===== src/hdl/gn3_fade.sv =====
`default_nettype none
// Quintic fade of one fraction over three registered stages.
module gn3_fade #(
	parameter int FRAC_BITS = 16
) (
	input  wire logic                 clk,
	input  wire logic                 en,
	input  wire logic [FRAC_BITS-1:0] f,
	output logic [FRAC_BITS:0]        fade
);

	localparam int FB = FRAC_BITS;
	localparam logic [FB+4:0] S10 = (FB+5)'(10) << FB;
	localparam logic [FB+4:0] S15 = (FB+5)'(15) << FB;
	localparam logic [FB:0]   ONE = (FB+1)'(1) << FB;

	logic [FB-1:0] f_s1, f2_s1, c_s2;
	logic [FB+4:0] g_s1, q_s2;
	logic [2*FB+4:0] r;

	// f*f and 15S-6f
	always_ff @(posedge clk) begin
		if (en) begin
			f_s1  <= f;
			f2_s1 <= FB'(({{FB{1'b0}}, f} * {{FB{1'b0}}, f}) >> FB);
			g_s1  <= S15 - ({3'b0, f, 2'b0} + {4'b0, f, 1'b0});
		end
	end

	// cube and q
	always_ff @(posedge clk) begin
		if (en) begin
			c_s2 <= FB'(({{FB{1'b0}}, f2_s1} * {{FB{1'b0}}, f_s1}) >> FB);
			q_s2 <= S10 - (FB+5)'(({{FB{1'b0}}, g_s1} * {{(FB+5){1'b0}}, f_s1}) >> FB);
		end
	end

	// c*q, clamped to one
	assign r = {{(FB+5){1'b0}}, c_s2} * {{FB{1'b0}}, q_s2};
	always_ff @(posedge clk) begin
		if (en) begin
			if ((r >> FB) > (2*FB+5)'(ONE)) fade <= ONE;
			else fade <= (FB+1)'(r >> FB);
		end
	end

endmodule
`default_nettype wire


===== config.mk =====
export PLATFORM = sky130hd
export DESIGN_NAME = gn3_fade
export DESIGN_NICKNAME = d
export VERILOG_FILES = /design/src/hdl/gn3_fade.sv
export SDC_FILE = /design/constraint.sdc
export NUM_CORES = 2
export LEC_CHECK = 0
export BUFFER_PORTS_ARGS = -buffer_cell sky130_fd_sc_hd__buf_4
export CAP_MARGIN = 20
export CORE_MARGIN = 4
export CORE_UTILIZATION = 60
export CTS_CLUSTER_DIAMETER = 50
export CTS_CLUSTER_SIZE = 30
export DETAILED_ROUTE_END_ITERATION = 6
export GPL_ROUTABILITY_DRIVEN = 1
export HOLD_SLACK_MARGIN = 0.05
export PLACE_DENSITY_LB_ADDON = 0.08
export SYNTH_ARGS = -nofsm -noshare
export SYNTH_HDL_FRONTEND = slang
export SYNTH_SLANG_ARGS = --single-unit

===== constraint.sdc =====
create_clock -name clk -period 11.02 [get_ports clk]
set_input_delay 2.204 -clock clk [delete_from_list [all_inputs] [get_ports clk]]
set_output_delay 2.204 -clock clk [all_outputs]
set_load 0.01 [all_outputs]

* Word level (Yosys, flattened, before mapping)
Cells that the tools add are included.
Storage, ports and cells: flip-flop bits (word level) 107, latch bits 0, bits in writable memories 0, ROM bits 0, input port bits 18, memories 0
Operators by class: add/subtract/negate cells 3, multipliers 4, divide/modulo/power cells 0, $lt $le $gt $ge 1, equality and inequality tests 0, shift-type cells 0, mux-type cells 0, bitwise gates (word level) 0, reductions and logical operators 0
Operators with widths (number):
- 16-bit by 16-bit multiplier with 32-bit output | 2
- 16-bit by 21-bit multiplier with 37-bit output | 1
- 21-bit by 16-bit multiplier with 37-bit output | 1
- 21-bit by 17-bit greater-than comparator with 1-bit output, second input constant | 1
- 20-bit by 19-bit subtractor with 21-bit output, first input constant | 1
- 20-bit by 21-bit subtractor with 21-bit output, first input constant | 1
- 18-bit by 17-bit adder with 19-bit output | 1

* Logic depth before layout (Yosys ltp)
word-level depth 2, gate-level depth with buffers 30, mapped depth without buffers 28

* Worst setup path after synthesis
OpenSTA, ideal clock, no wires.
kind input -> register, start in f[4], end reg f2_s1[12] (data pin), setup time 0.258 ns, data arrival time 7.828 ns, path slack 2.934 ns, stages 24, path through clkbuf_1 -> clkinv_1 -> nor2_1 -> fa_1 -> inv_1 -> fa_1 -> fa_1 -> inv_1 -> fa_1 -> inv_1 -> fa_1 -> fa_1 -> inv_1 -> ha_1 -> a21oi_1 -> nor2b_1 -> o21ai_0 -> a21oi_1 -> o31a_1 -> o2111ai_1 -> nand3_1 -> a31o_2 -> a21oi_1 -> xnor2_1
Between the ends: cells in the longest elaborated chain, start to end 1
RTL lines:
- start: declaration | RTL line 8 | input wire logic [FRAC_BITS-1:0] f,
- 16-bit by 16-bit multiplier with 32-bit output | RTL line 25 | f2_s1 <= FB'(({{FB{1'b0}}, f} * {{FB{1'b0}}, f}) >> FB);
- end signal: assignment | RTL line 25
- end: declaration | RTL line 17 | logic [FB-1:0] f_s1, f2_s1, c_s2;
Every way passes these cells. A chain may end at the register's enable or synchronous reset.

* Worst setup path in the final report
start in f[7], end reg f2_s1[14] (data pin)
Same word-level chain as after synthesis.

==> impl_metrics.toml <==
[status]
status = "finished, final reports clean"

[clock_network]
path_clk_slew_ns = 0.08
root_buffer = "clkbuf_16"
cts_tree = "yes"
cts_made_buffers = 9
postCtsResizedCells = 0
insertion_delay_ns = 0.40
cts_max_path_buffers = 2
clock_sinks = 103
ctsHoldBuffers = 0
cts_setup_buffers = 0
cts_htree_levels = 3

[die]
io_pins = 35
core_um2 = 66000
die_y_um = 266
die_x_um = 266
dieArea_um2 = 70900
start_util_pct = 60.7
rows = 94

[routing]
drcViolationCount = 0
drt_iter0_drc = 1272
viasPerCell = 5.46
vias = 28100
wire_per_inst_um = 17.5
detail-route-antenna-nets = 0
drt_wl_total_mm = 90.0
drtPass1Iterations = 6

[finish]
num_antenna_cells = 0
synthToLayoutAreaGrowth_pct = 3.06
regArea_um2 = 3090
fill_cells = 5674
multi_input_area_um2 = 32400
fin_nets = 5604
drive_above_1_share_pct = 2.62

[yosys]
synth_area_um2 = 40000
syn_area_per_cell_um2 = 9.19
ys_warn_count = 0
synth_top_area_share_pct = 42.7
ys_ff_latch = 103
synthTopCellsByArea = "fa_1 (43%), ha_1 (14%), inv_1 (9.7%)"
ys.flop_type = "edfxtp_1"
synth_edf_count = 103
syn-num-nets = 5696
syn_inst = 4359
netlist-cell-type-count = 88
postSynth.asyncResetShare_pct = 0
synth_largest_area_cell = "fa_1"
seq_area_frac_synth_pct = 7.72

[sta]
slew_violations = 0
timing.fmax_mhz = 120
fin_setup_tns_ns = 0
timing.final.crit_share_pct = 75.7
worst_clock_skew_ns = 0.0114
tightest_slew_ns = 0.899
period_minus_slack_ns = 8.34
finalHoldViolations = 0
rsz0062_at_grt = "false"
slew_headroom_pct = 40.1
finalSetupViolCount = 0

[setup_path]
cp.arrival_ns = 8.49
crit_buf_inv = 6
crit_family = "adder cells"
cp_slowest_stage_delay_ns = 0.53
worstPathRequired_ns = 11.17
cp-start-kind = "input port"
crit_slowest_cell = "fa_1"
worst_setup_path_end_kind = "flop"
cp_common_cell = "fa_1"
worstSetupPathType = "input port to flop"
critPathMaxFanout = 10

[place]
io_buffers = 34
place_congestion = 0.867
hpwl_mm = 72.3

[grt]
grt_remaining_overflow = 0
grt_max_degree = 55
antenna_found_initial = 0
track_usage_pct = 27.1
grt_pass1_wl_mm = 155
grt_pass1_vias = 30300

[worst_hold_path]
hold_class = "flop to flop"

[job]
drv_cap = 0
==> state kept, by name, summed over array words and instances (netlist names) <==
| name | count |
|---|---|
| c_s2 | 16 |
| f2_s1 | 16 |
| f_s1 | 16 |
| fade | 17 |
| g_s1 | 17 |
| q_s2 | 21 |
==> metrics by stage <==
stage	hold slack, ns	std cells	setup WS [ns]	area, um2	utilization, %
floorplan	1.11	4359	2.93	40000	-
global placement	1.39	5120	2.31	40900	62.1
detailed placement	1.38	5120	2.23	40900	62.1
CTS	1.41	5136	2.65	41300	62.6
global route	1.51	5136	2.20	41300	62.6
finish	1.39	5136	2.68	41300	62.6
==> final cells by class <==
class	count	area share, %
Timing Repair Buffer	59	1.07
Tap cell	864	2.62
Clock inverter	7	0.252
Sequential cell	103	7.49
Inverter	1042	9.48
Clock buffer	9	0.546
Multi-Input combinational cell	3052	78.5
==> layer usage <==
layer | track usage [%] | vias to the layer above | part of all wire (%)
met3 | 3.08 | 123 | 4.9
li1 | - | 13000 | -
met5 | 0 | - | 0
met1 | 36.4 | 14300 | 43
met4 | 5.64 | 0 | 2.0
met2 | 48.0 | 693 | 50
==> cells in the final DEF, fill, tap and decap left out, types with 18 or more instances in the layout <==
cell type  synthesis  routed
xor2_1            29      29
edfxtp_1         103     103
nor2b_1           18      18
ha_1             464     464
buf_4              0      59
nor2_1           116     116
inv_1           1035    1035
nand3_1           30      30
o21bai_1          18      18
fa_1             855     855
xnor2_1           67      67
a21o_1            43      43
a21oi_1           91      91
nor3_1            31      31
o21ai_0           57      57
nand2_1          623     623
and2_1           375     375
==> synth_stat cells (5+ instances only) <==
library cell	instances
a2111oi_0	7
a211o_1	6
a211oi_1	5
a21o_1	43
a21oi_1	91
a31oi_1	9
and2_1	375
and3_1	14
and3b_1	5
and4_1	6
buf_2	8
clkbuf_1	152
clkinv_1	6
edfxtp_1	103
fa_1	855
ha_1	464
inv_1	1035
mux2i_1	6
nand2_1	623
nand2b_1	16
nand3_1	30
nand4_1	16
nor2_1	116
nor2b_1	18
nor3_1	31
nor3b_1	5
o211ai_1	11
o21a_1	14
o21ai_0	57
o21bai_1	18
or2_2	7
or3_1	12
xnor2_1	67
xor2_1	29
==> worst register-to-register path: stages (launching register included) <==
cell	delay [ns]
edfxtp_1	0.89
nand2_1	0.20
fa_1	0.57
inv_1	0.06
fa_1	0.54
inv_1	0.05
fa_1	0.49
inv_1	0.05
fa_1	0.46
fa_1	0.52
inv_1	0.05
fa_1	0.47
inv_1	0.04
ha_1	0.35
nand2_1	0.13
nor3_2	0.27
nand4_1	0.11
or3_1	0.35
a41oi_1	0.46
nand3_1	0.17
a32oi_1	0.36
o2111ai_1	0.23
o41ai_2	0.27
nand2b_1	0.36
and3b_1	0.32
==> worst paths after layout <==
check	to	slack (ns)	cells after the start	startpoint
worst max-delay path	f2_s1[14]	2.68	25	f[7]
worst min-delay path	c_s2[15]	1.39	6	f2_s1[15]
worst max register to register	fade[7]	3.16	24	c_s2[1]
worst min register to register	c_s2[15]	1.39	6	f2_s1[15]
==> cell families after synthesis <==
family / count (synthesis) / share of synthesized area (%)
adder cells (fa/ha/maj): 1319 / 57.2
AND/OR/NAND/NOR: 1293 / 15.6
buffers and inverters: 1204 / 11.3
AO/OA/AOI/OAI: 336 / 5.76
flip-flops: 103 / 7.72
XOR/XNOR: 96 / 2.10
multiplexers: 8 / 0.206
Power is not shown: default switching activity piles up to over one toggle a cycle in this logic, so the estimate is an artifact.
