`src/hdl/gn3_lerp.sv`:
```
`default_nettype none
// a + floor(t*(b-a)/S), two registered stages.
module gn3_lerp #(
	parameter int FRAC_BITS = 16,
	parameter int VW        = 20
) (
	input  wire logic                 clk,
	input  wire logic                 en,
	input  wire logic [FRAC_BITS:0]   t,
	input  wire logic signed [VW-1:0] a,
	input  wire logic signed [VW-1:0] b,
	output logic signed [VW-1:0]      y
);

	logic signed [VW:0]          d_s1;
	logic signed [VW-1:0]        a_s1, a_s2;
	logic signed [FRAC_BITS+1:0] t_s1;
	logic signed [VW+FRAC_BITS+1:0] p_s2;

	always_ff @(posedge clk) begin
		if (en) begin
			d_s1 <= (VW+1)'(b) - (VW+1)'(a);
			a_s1 <= a;
			t_s1 <= signed'({1'b0, t});
		end
	end

	always_ff @(posedge clk) begin
		if (en) begin
			p_s2 <= (VW+FRAC_BITS+2)'(d_s1) * (VW+FRAC_BITS+2)'(t_s1);
			a_s2 <= a_s1;
		end
	end

	// arithmetic shift floors toward minus infinity
	assign y = a_s2 + VW'(p_s2 >>> FRAC_BITS);

endmodule
`default_nettype wire

```
`config.mk`:
```
export PLATFORM = sky130hd
export DESIGN_NAME = gn3_lerp
export DESIGN_NICKNAME = d
export VERILOG_FILES = /design/src/hdl/gn3_lerp.sv
export SDC_FILE = /design/constraint.sdc
export NUM_CORES = 1
export LEC_CHECK = 0
export ABC_AREA = 1
export BUFFER_PORTS_ARGS = -buffer_cell sky130_fd_sc_hd__buf_2
export CAP_MARGIN = 40
export CORE_MARGIN = 5
export CORE_UTILIZATION = 40
export DETAILED_ROUTE_END_ITERATION = 7
export REMOVE_ABC_BUFFERS = 1
export SYNTH_ARGS = -nofsm -noshare
export SYNTH_HDL_FRONTEND = slang
export SYNTH_SLANG_ARGS = --single-unit
```
`constraint.sdc`:
```
create_clock -name clk -period 5.3 [get_ports clk]
set_input_delay 0.795 -clock clk [delete_from_list [all_inputs] [get_ports clk]]
set_output_delay 0.795 -clock clk [all_outputs]
set_load 0.03 [all_outputs]
```
-- Word level (Yosys, flattened, before mapping)
Cells that the tools add are included.
- bits in registers: 114
- bits of input ports: 59
- output and inout port bits: 20
- logic and storage cells: 8
- $add $sub $neg: 2
- $mul: 1
- operator list (operator ; number):
    multiplier 21 x 18 -> 36 bit ; 1
    subtractor 20 x 20 -> 21 bit ; 1
    adder 20 bit ; 1

-- Longest topological paths before layout
Gate-level depths: netlist (run 1).
- depth after elaboration: 1
- mapped depth: 29

-- Least setup slack after synthesis (run 1)
Ideal clock, no wire load.
- path kind: reg-to-reg
- start point: register d_s1[20]
- end point: register p_s2[35] (data pin)
- setup time: 0.252 ns
- arrival time: 5.439 ns
- data required time: 5.048 ns
- setup slack: -0.392 ns
- stages on the path, launching flop included: 23
- buffers on the path: 2
- path through: edfxtp_1 buf_2 clkbuf_1 nand2_1 fa_1 inv_1 fa_1 inv_1 fa_1 fa_1 fa_1 fa_1 inv_1 ha_1 nand2_1 nor3_1 nand2_1 nor2_1 nand2_1 nand2_1 inv_1 nand2_1 nand2_1
- cells in the longest elaborated chain, start to end: 1
- ends and longest elaborated chain (item ; line ; text):
    from (decl) ; 15 ; logic signed [VW:0] d_s1;
    from (signal assigned) ; 22 ; d_s1 <= (VW+1)'(b) - (VW+1)'(a);
    multiplier 21 x 18 -> 36 bit ; 30 ; p_s2 <= (VW+FRAC_BITS+2)'(d_s1) * (VW+FRAC_BITS+2)'(t_s1);
    to (signal assigned) ; 30 ;
    to (decl) ; 18 ; logic signed [VW+FRAC_BITS+1:0] p_s2;
Every way passes these cells.
A chain may end at the register's enable or synchronous reset.

-- Worst setup path in the final report (run 1)
- start point: register t_s1[5]
- end point: register p_s2[25] (data pin)
- cells in the longest elaborated chain, start to end: 1
- ends and longest elaborated chain (item ; line ; text):
    from (decl) ; 17 ; logic signed [FRAC_BITS+1:0] t_s1;
    from (signal assigned) ; 24 ; t_s1 <= signed'({1'b0, t});
    multiplier 21 x 18 -> 36 bit ; 30 ;
Every way passes these cells.

==> flow_summary.yaml, run 1 <==
timing:
  finalCritPeriodShare: 1.04
  worst_slew_pin_slew_ns: 0.525
  final_max_slew_viol_count: 0
  grt_setup_unrepaired: "true"
  finalHoldViolations: 0
  timing.hold.ws_ns: 0.422
  slew-limit-headroom: 0.646
  skew_ns: 0.0251
  fmax_mhz: 182
  finalSetupTns_ns: -2.01
  fin_crit_ns: 5.49
  setup_violations: 18
  fin_ws_ns: -0.191
critical_path:
  r2r_start: "t_s1[5]"
  worstSetupPathType: "flop to flop"
  cp_slowest_stage_delay_ns: 0.55
  crit_required_ns: 5.43
  endpoint: "p_s2[25]"
  crit_chain: "buf_6, buf_6, nand2_2, inv_2, fa_1, inv_2, fa_2, fa_1, inv_2, fa_1, fa_1, inv_1, fa_1, inv_2, ha_4, nand2_2, buf_4, nor2_4, inv_2, nor2_4, nand3_2, nand3_2, xor2_2"
  cp_max_fo: 4
  worstRegToRegCells: 23
  startpoint: "t_s1[5]"
  start_kind: "flop"
  rrSetupSlack_ns: -0.19
  cpMaxStageDelayCell: "fa_1"
  cp.arrival_ns: 5.62
  critPathCaptureType: "flop"
  r2r_end: "p_s2[25]"
worst_hold_path:
  min_path_type: "flop to flop"
detailed_routing:
  wl_per_cell_um: 16.8
  drt_iter0_drc: 935
  drtPass1Iterations: 5
  routed_wirelength_mm: 53.6
  postRouteAntennaNets: 0
  vias_per_cell: 4.81
  drc_errors: 0
  vias: 15300
logic_synthesis:
  synth_compound_area_frac: 0.0434
  async_flop_share: 0
  muxShareOfSynthArea: 0
  yosys.area_share.adder: 0.446
  ys_ff_latch: 98
  synthSimpleGateAreaFrac: 0.173
  ys_seq_area_frac: 0.158
  netlist_instances: 2347
  synth_area_per_cell_um2: 7.93
  synth_top_family_by_area: "adder cells"
  yosys_most_used_dff: "edfxtp_1"
  synth_enable_flop_cells: 98
  yosys_warnings: 0
  synth_xor_area_frac: 0.0212
  synth.distinct_cells: 30
  syn-cell-area_um2: 18600
clock_tree:
  clock_path_buffers: 2
  clk_pin_slew_ns: 0.10
  cts_tree: "done"
  clk_latency_ns: 0.39
  cts-hold-fix-buffers: 0
  cts_sinks: 98
  clockRootBuffer: "clkbuf_16"
  cts_max_level: 3
  cts_buffers: 9
die:
  row_count: 79
  die_h_um: 226
  start_util: 0.402
  core_um2: 46300
  ioPinCount: 79
  die_w_um: 226
  die_area_um2: 50900
status:
  failed_checks: "setup timing"
  outcome: "complete, but fails checks"
place:
  gp_congestion: 0.938
  portBuffers: 78
  detailed_place_hpwl_mm: 44.0
  dp.cells: 3132
grt:
  grt_usage: 0.212
  grt_pass1_wl_mm: 85.4
  gr-total-overflow: 0
  grt_pass1_vias: 16200
  grt_max_degree: 39
  grt_antenna_before_repair: 1
layout:
  drive_gt1_frac: 0.215
  instances_no_fill: 3188
  finish.net_count: 3096
  diodes: 0
  final_core_util: 0.499
  syn2layout_area_growth_pct: 24.1
  multiInputGateArea_um2: 13800
  seq_area_um2: 2940
  num-fill-cells: 4454
job:
  drv_cap: 0
==> cells in the mapped netlist (4+ instances only) <==
cell type	number	area share
a21o_1	5	0.0020
clkbuf_1	73	0.015
edfxtp_1	98	0.16
xor2_1	32	0.015
nand3_1	58	0.016
xnor2_1	13	0.0061
a21oi_1	73	0.020
inv_1	712	0.14
a31oi_1	5	0.0017
nand2_2	4	0.0013
o21bai_1	7	0.0028
nand2_1	617	0.12
o21a_1	4	0.0016
o21ai_0	42	0.011
nor2_1	92	0.019
nor3_1	15	0.0040
nand4_1	14	0.0047
fa_1	336	0.36
ha_1	125	0.084
==> sequential cells by signal, indices dropped and copies added (netlist names) <==
name  flops
a_s2     20
p_s2     20
a_s1     20
d_s1     21
t_s1     17
==> kinds of logic after synthesis <==
| kind of cell | count (synthesis) |
|---|---|
| and+or+nand+nor | 810 |
| buffers and inverters | 787 |
| adders and majority gates | 461 |
| AOI/OAI and AO/OA | 146 |
| DFF | 98 |
| xor gates and xnor gates | 45 |
==> worst min path at each step <==
stage	start	to	slack [ns]	depth (start not counted)
finish	a_s1[4]	a_s2[4]	0.42	0
global route	a_s1[3]	a_s2[3]	0.43	0
CTS	a_s1[12]	a_s2[12]	0.42	0
detailed placement	a_s1[12]	a_s2[12]	0.40	0
global placement	a_s1[3]	a_s2[3]	0.40	0
floorplan	a_s1[0]	a_s2[0]	0.40	0
==> critical path: cells and delay by family, from the launching register on <==
family                     cells  cell delay [ns]
adders and majority gates      7             3.37
buffers and inverters          9             0.75
and+or+nand+nor                6             0.60
DFF                            1             0.40
xor gates and xnor gates       1             0.08
==> repair_timing <==
action | CTS | global route
setup endpoints to repair | 20 | 20
pin swaps | 36 | 112
cloned | 0 | 3
setup buffers | 5 | 32
gates resized for setup | 120 | 196
==> metrics by stage <==
stage,area (um^2),setup WS (ns)
6_report,23100,-0.191
3_5_place_dp,21200,-0.396
5_1_grt,23100,-0.364
4_1_cts,22100,-0.140
2_1_floorplan,18300,-0.321
3_3_place_gp,21100,-0.376
==> cells in the final DEF (no fill, tap or decap), types with 14 or more instances in the layout <==
cell and count:
a21oi_1 47, a21oi_2 19, buf_12 36, buf_2 77
buf_4 151, buf_6 23, edfxtp_1 98, fa_1 315
fa_2 21, ha_1 97, ha_4 27, inv_1 662
inv_2 48, nand2_1 566, nand2_2 45, nand3_1 47
nand4_1 14, nor2_1 67, nor2_4 14, o21ai_0 30
xor2_1 29
==> per-layer routing <==
metal  vias to the layer above  GRT usage  routed length, um
met4                         0     0.0551               1630
li1                       7229          -                  -
met2                       397      0.363              26000
met3                        96     0.0250               2630
met1                      7626      0.289              23300
met5                         -          0                  0
==> final cells by class <==
cell class,instances,area share
clock inverters,7,0.00347
clock buffers,9,0.00976
inverters,712,0.116
multi-input cells,1462,0.597
well taps,607,0.0329
repair buffers,293,0.113
flip-flops and latches,98,0.127
Power of run 1 is left out: the tool's default activity adds up to more than one toggle a clock period on the data nets, which glitch-free logic cannot reach.
==> run 2: changes to the inputs <==
--- a/config.mk
+++ b/config.mk
@@ -11,6 +11,8 @@
 export CORE_MARGIN = 5
 export CORE_UTILIZATION = 40
 export DETAILED_ROUTE_END_ITERATION = 7
+export HOLD_SLACK_MARGIN = 0.08
+export RECOVER_POWER = 100
 export REMOVE_ABC_BUFFERS = 1
 export SYNTH_ARGS = -nofsm -noshare
 export SYNTH_HDL_FRONTEND = slang
==> flow_summary.yaml, run 2 (synthesized netlist as in run 1, its figures left out) <==
status:
  outcome: "complete, but fails checks"
  failed_checks: "capacitance limit, slew limit, setup timing"
die:
  ioPinCount: 79
  core_um2: 46300
  die_h_um: 226
  die_area_um2: 50900
  die_w_um: 226
  row_count: 79
  start_util: 0.402
critical_path:
  crit_buf_inv: 9
  cp_top_family: "adder cells"
  cp.arrival_ns: 5.61
  crit_required_ns: 5.43
  cpMaxStageDelayCell: "fa_1"
  cp_slowest_stage_delay_ns: 0.56
  critPathCaptureType: "flop"
  worstRegToRegCells: 23
  worstSetupPathType: "flop to flop"
  endpoint: "p_s2[25]"
  crit_chain: "buf_6, buf_6, nand2_2, inv_2, fa_1, inv_2, fa_2, fa_1, inv_2, fa_1, fa_1, inv_1, fa_1, inv_2, ha_4, nand2_2, buf_4, nor2_4, inv_2, nor2_4, nand3_2, nand3_2, xor2_2"
  startpoint: "t_s1[5]"
  start_kind: "flop"
  r2r_start: "t_s1[5]"
  rrSetupSlack_ns: -0.18
  path_depth: 23
  cp_max_fo: 4
  r2r_end: "p_s2[25]"
clock_tree:
  clk_latency_ns: 0.38
  cts_sinks: 98
  clockRootBuffer: "clkbuf_16"
  cts_buffers: 9
  cts_tree: "done"
  cts-hold-fix-buffers: 0
  clk_pin_slew_ns: 0.10
  clock_path_buffers: 2
  cts_max_level: 3
layout:
  top_register: "d_s1"
  instances_no_fill: 3188
  syn2layout_area_growth_pct: 23.6
  final_common_cell: "inv_1"
  drive_gt1_frac: 0.197
  final_cell_mix: "662 x inv_1, 566 x nand2_1, 315 x fa_1"
  diodes: 0
  largest_reg_flops: 21
  finish.net_count: 3096
timing:
  fmax_mhz: 182
  fin_ws_ns: -0.181
  setup_violations: 18
  slew-limit-headroom: -0.627
  skew_ns: 0.0234
  finalHoldViolations: 0
  worst_slew_pin_slew_ns: 2.44
  final_max_slew_viol_count: 67
  fin_crit_ns: 5.48
  grt_setup_unrepaired: "true"
  finalCritPeriodShare: 1.03
grt:
  grt_pass1_wl_mm: 85.4
  grt_antenna_before_repair: 1
  grt_max_degree: 39
  grt_usage: 0.212
  grt_pass1_vias: 16200
  gr-total-overflow: 0
place:
  portBuffers: 78
  pre_cts_slack_ns: -0.396
  dp.cells: 3132
  gp_congestion: 0.938
  detailed_place_hpwl_mm: 44.0
job:
  drv_cap: 2
detailed_routing:
  wl_per_cell_um: 16.8
  drc_errors: 0
  vias_per_cell: 4.80
  postRouteAntennaNets: 0
  drtPass1Iterations: 6
  vias: 15300
  drt_iter0_drc: 966
  routed_wirelength_mm: 53.5
worst_hold_path:
  min_path_type: "flop to flop"
[run 2: final cells by class]
| cell class | count | area [um^2] |
|---|---|---|
| fillers | 4489 | 23300 |
| multi-input cells | 1462 | 13800 |
| flip-flops and latches | 98 | 2940 |
| inverters | 712 | 2680 |
| repair buffers | 293 | 2540 |
| well taps | 607 | 759 |
| clock buffers | 9 | 225 |
| clock inverters | 7 | 80.1 |
[run 2: worst min path at each step]
stage / start / to / cells after the start
CTS: a_s1[12] / a_s2[12] / 0
floorplan: a_s1[0] / a_s2[0] / 0
global placement: a_s1[3] / a_s2[3] / 0
detailed placement: a_s1[12] / a_s2[12] / 0
global route: a_s1[3] / a_s2[3] / 0
finish: a_s1[12] / a_s2[12] / 0
[run 2: what timing repair did]
item                       CTS  global route
setup buffers                5            32
gates cloned                 0             3
pin swaps                   36           112
resized for setup          120           196
setup endpoints to repair   20            20
[run 2: metrics by stage]
stage / area, um^2 / setup TNS (ns) / hold slack, ns / util
final: 23000 / -2.08 / 0.422 / 0.497
after floorplan: 18300 / -1.40 / 0.400 / -
after detailed placement: 21200 / -6.16 / 0.405 / 0.458
after CTS: 22100 / -1.69 / 0.423 / 0.477
after global placement: 21100 / -5.04 / 0.402 / 0.457
after global routing: 23000 / -5.63 / 0.427 / 0.497
[run 2: layer usage]
metal | global-route usage | wire [um]
met1 | 0.289 | 23300
met2 | 0.363 | 25900
met3 | 0.0250 | 2630
met4 | 0.0551 | 1690
met5 | 0 | 0
Power of run 2 is left out for the same reason.
